--- src/rtl/rhtt_pkg.sv ---
// Package for the rectangle hit-test table: request, response and entry word types,
// command and status codes.
// No dependencies.
package rhtt_pkg;

   localparam logic [1:0] CMD_APPEND = 2'd0;
   localparam logic [1:0] CMD_REMOVE = 2'd1;
   localparam logic [1:0] CMD_FIND   = 2'd2;
   localparam logic [1:0] CMD_READ   = 2'd3;

   localparam logic [1:0] STS_OK    = 2'd0;
   localparam logic [1:0] STS_FULL  = 2'd1;
   localparam logic [1:0] STS_RANGE = 2'd2;
   localparam logic [1:0] STS_MISS  = 2'd3;

   typedef struct packed {
      logic [1:0]         command;
      logic signed [15:0] point_x;
      logic signed [15:0] point_y;
      logic [14:0]        size_x;
      logic [14:0]        size_y;
      logic [7:0]         index;
   } req_word_type;

   typedef struct packed {
      logic [1:0]         status;
      logic [7:0]         hit_index;
      logic signed [15:0] origin_x;
      logic signed [15:0] origin_y;
   } rsp_word_type;

   typedef struct packed {
      logic signed [15:0] origin_x;
      logic signed [15:0] origin_y;
      logic [14:0]        width;
      logic [14:0]        height;
   } entry_type;

endpackage

--- src/rtl/rhtt_hit_cmp.sv ---
// Containment test of one point against one stored rectangle (half-open area).
// Depends on rhtt_pkg.
module rhtt_hit_cmp (
   input  logic signed [15:0] point_x,
   input  logic signed [15:0] point_y,
   input  rhtt_pkg::entry_type entry,
   output logic               hit
);
   import rhtt_pkg::*;

   logic signed [16:0] px_ext;
   logic signed [16:0] py_ext;
   logic signed [16:0] ox_ext;
   logic signed [16:0] oy_ext;
   logic signed [16:0] x_end;
   logic signed [16:0] y_end;

   assign px_ext = {point_x[15], point_x};
   assign py_ext = {point_y[15], point_y};
   assign ox_ext = {entry.origin_x[15], entry.origin_x};
   assign oy_ext = {entry.origin_y[15], entry.origin_y};
   // 17 bits hold origin plus size without wrap
   assign x_end  = ox_ext + signed'({2'b00, entry.width});
   assign y_end  = oy_ext + signed'({2'b00, entry.height});

   assign hit = (px_ext >= ox_ext) && (py_ext >= oy_ext) &&
                (px_ext < x_end) && (py_ext < y_end);

endmodule

--- config.mk ---
export PLATFORM = sky130hd
export DESIGN_NAME = rhtt_hit_cmp
export DESIGN_NICKNAME = d
export VERILOG_FILES = /design/src/rtl/rhtt_pkg.sv /design/src/rtl/rhtt_hit_cmp.sv
export SDC_FILE = /design/constraint.sdc
export NUM_CORES = 1
export LEC_CHECK = 0
export BUFFER_PORTS_ARGS = -buffer_cell sky130_fd_sc_hd__buf_2
export CORE_UTILIZATION = 59
export DETAILED_ROUTE_END_ITERATION = 8
export GPL_TIMING_DRIVEN = 0
export PLACE_DENSITY = 0.93
export SLEW_MARGIN = 20
export SYNTH_ARGS = -nofsm -noshare
export SYNTH_HDL_FRONTEND = slang
export SYNTH_SLANG_ARGS = --single-unit
--- constraint.sdc ---
create_clock -name vclk -period 5.7
set_clock_uncertainty 0.05 [all_clocks]
set_input_delay 0.57 -clock vclk [all_inputs]
set_output_delay 0.57 -clock vclk [all_outputs]
set_load 0.005 [all_outputs]
# Word level (Yosys, flattened, before mapping)

Cells that the tools add are included.
W data, S select, Z words.

$lt $le $gt $ge: 4
$add $sub $neg: 2
Reduce and logical (&&, ||, !) cells: 3

Operators by type and width:

| kind                | count |
|---|---|
| $add A16 B16 Y17    | 2 |
| $lt A16 B17 Y1      | 2 |
| $ge A16 B16 Y1      | 2 |
| $logic_and A1 B1 Y1 | 3 |

Bits in registers: 0
Word-level logic and storage cells: 9
Output and inout bits: 1
Bits of input ports: 94

# Depth between registers and ports, before layout

Word-level depth: 4
Depth in mapped cells: 16
Gate-level depth less buffers: 16

# Least setup slack after synthesis

No wires, ideal clock.

Path type: input to output
Start: input port entry[0] in the netlist's numbering
End: output port hit
Arrival: 3.520 ns
Path buffers: 0
Setup slack: 1.560 ns
Cell stages on the path: 14
Required time: 5.080 ns
Cells stage by stage: ha_1 > fa_1 > a211oi_1 > o21bai_1 > a311oi_1 > o31ai_1 > and3_1 > a211o_1 > ha_1 > nand2b_1 > nand4_1 > a21oi_1 > a211o_1 > nor4_1

Cells in the longest elaborated chain, start to end: 3

RTL lines:

| element             | RTL line           | text |
|---|---|---|
| from (decl)         | rhtt_hit_cmp.sv:6  | `input rhtt_pkg::entry_type entry,` |
| $add A16 B16 Y17    | rhtt_hit_cmp.sv:24 | `assign y_end = oy_ext + signed'({2'b00, entry.height});` |
| $lt A16 B17 Y1      | rhtt_hit_cmp.sv:27 | `(px_ext < x_end) && (py_ext < y_end);` |
| $logic_and A1 B1 Y1 | rhtt_hit_cmp.sv:27 |  |
| to (decl)           | rhtt_hit_cmp.sv:7  | `output logic hit` |

Every way passes these cells.

# Final worst setup path

Ends and elaborated chain as after synthesis.

==> run metrics <==
status finished clean; maximum vdd drop 56.6 µV; Seq cells 0; Slowest cell on crit path fa_1; Net Switching 0.000191 W; Final Hold Fails 0; core area 4750 µm²; register area 0 µm²; setup bufs post-CTS 0; Required @ worst endpoint 5.08 ns; fillcell total 403; cells after synthesis 386; DRT Pass-1 Iters 4; # rows 25; final design utilization 73.2%; Mapped Avg Cell Area 7.57 µm²; crit path max fanout 3; mapped cell area 2920 µm²; final WL 6910 µm; Synth area leaders ha_1 40%, a21oi_1 8.2%, inv_1 5.9%; Die H 72.4 µm; layout net count 673; Net Sw Frac 53.3%; fin worst setup slack 0.970 ns; antenna diode count 0; Internal Power 0.000167 W; largest net degree at the start of global routing 10; DR iter-0 viols 63; # port buffers 95; CTS resizes 0; Yosys Warn Count 0; fmax 211 MHz; final cell count without fillers 548; Initial Util 61.5%; Hold Buf Count CTS 0; final setup fails 0; top-count cell post-synth ha_1; number of placed instances, taps included 548; Hold WC Path Type input port to output port; Crit Path Category input port to output port; crit path capture type output port; Clk pwr share 0%; post-synth top area share 40.2%; startpoint types input port; initial antenna violation count 0; Final Wtd Congestion 0.857; min cycle time layout 4.73 ns; Slew @ Worst Pin 0.402 ns; max-cap violations 0; post-synth cell types 47; drt wl/cell 12.6 µm; Vias 3,148; DP HPWL 6320 µm; Pins Over Slew Limit 0; leak pwr 1.90 nW; RSZ-0062 raised after global routing no; die width 72.4 µm; cells along the critical path buf_2 -> ha_1 -> fa_1 -> a211oi_1 -> o21bai_1 -> a311oi_1 -> o31ai_1 -> and3_1 -> a211o_1 -> ha_1 -> nand2b_1 -> nand4_1 -> a21oi_1 -> a211o_1 -> nor4_1 -> buf_2; GRT overflow 0; Comb pwr share 100.0%; top cells by count, synth 94 x ha_1, 48 x a21oi_1, 46 x inv_1; post-route ant nets 0; CP max stage delay 0.43 ns; worst rel slew slack 72.5%; global-route wire length before repair 11,200 µm; Pwr Density 103 nW/µm²; DRC violations left 0; syn_nets 576; share of layout cells above drive strength 1 22.0%; Reg power frac 0%; setup_tns 0 ns; crit path DAT 4.11 ns; biggest area consumer among synthesized cells ha_1; total global-route track usage 25.6%; Layout area overhead 19.1%; Via-to-Cell Ratio 5.74; register area share after synthesis 0%; vias in the first global route 2,975; Tcrit/Tclk final 83.0%; die area 5240 µm²; IO Pins 95; CLK BUF 0; pre-CTS setup slack 0.972 ns
[cells in the final DEF (no fill, tap or decap), types with 6 or more instances in the layout]
master and n:
nand2_1 23, o211ai_1 6, xor2_1 11, nor2_1 17, a21oi_1 48, a211oi_1 8
o21ai_0 17, and3_1 6, nand4_1 13, a21o_1 13, inv_1 46, buf_2 95
xnor2_1 12, ha_1 94, nand3_1 10
[through the flow]
stage | cell area (µm²) | power (W) | hold slack (ns)
floorplan | 2920 | 0.000255 | 1.41
global placement | 3480 | 0.000338 | 1.70
detailed placement | 3480 | 0.000355 | 1.71
CTS | 3480 | 0.000357 | 1.72
global route | 3480 | 0.000405 | 1.77
finish | 3480 | 0.000358 | 1.72
[path summary, 6_finish.rpt]
path,from,cells past startpoint,endpoint,slack (ns)
min,point_y[8],6,hit,1.72
max,entry[0],16,hit,0.97
[cells by family after synthesis]
kind of cell	synth area share [%]
AO/OA/AOI/OAI	28.0
adder cells (fa/ha/maj)	41.6
AND/OR/NAND/NOR	17.0
buffers and inverters	5.91
XOR/XNOR	6.89
multiplexers	0.685
[worst max-delay path: cells and delay by family]
kind	cells	cell delay (ns)
buf+inv	2	0.27
simple gates	4	0.75
compound gates	7	1.57
fa+ha+maj	3	0.96
[power by group through the flow]
stage	clock [W]	combinational (W)	sequential (W)
2_1_floorplan	0	0.000255	0
6_report	0	0.000358	0
5_1_grt	0	0.000405	0
3_5_place_dp	0	0.000355	0
3_3_place_gp	0	0.000338	0
4_1_cts	0	0.000357	0
[layer usage]
metal / global-route usage (%) / wire, µm / up-vias
met5: 0 / 0 / -
met3: 2.50 / 284 / 12
met2: 52.0 / 3540 / 86
met4: 5.23 / 102 / 0
met1: 28.0 / 2990 / 1393
li1: - / - / 1657
[final cells by class]
| class | instances | area, µm² | area share (%) |
|---|---|---|---|
| inverters | 46 | 173 | 4.96 |
| repair buffers | 95 | 475 | 13.7 |
| well taps | 67 | 83.8 | 2.41 |
| multi-input cells | 340 | 2750 | 79.0 |
No activity file was read; power rests on OpenSTA's default activity.
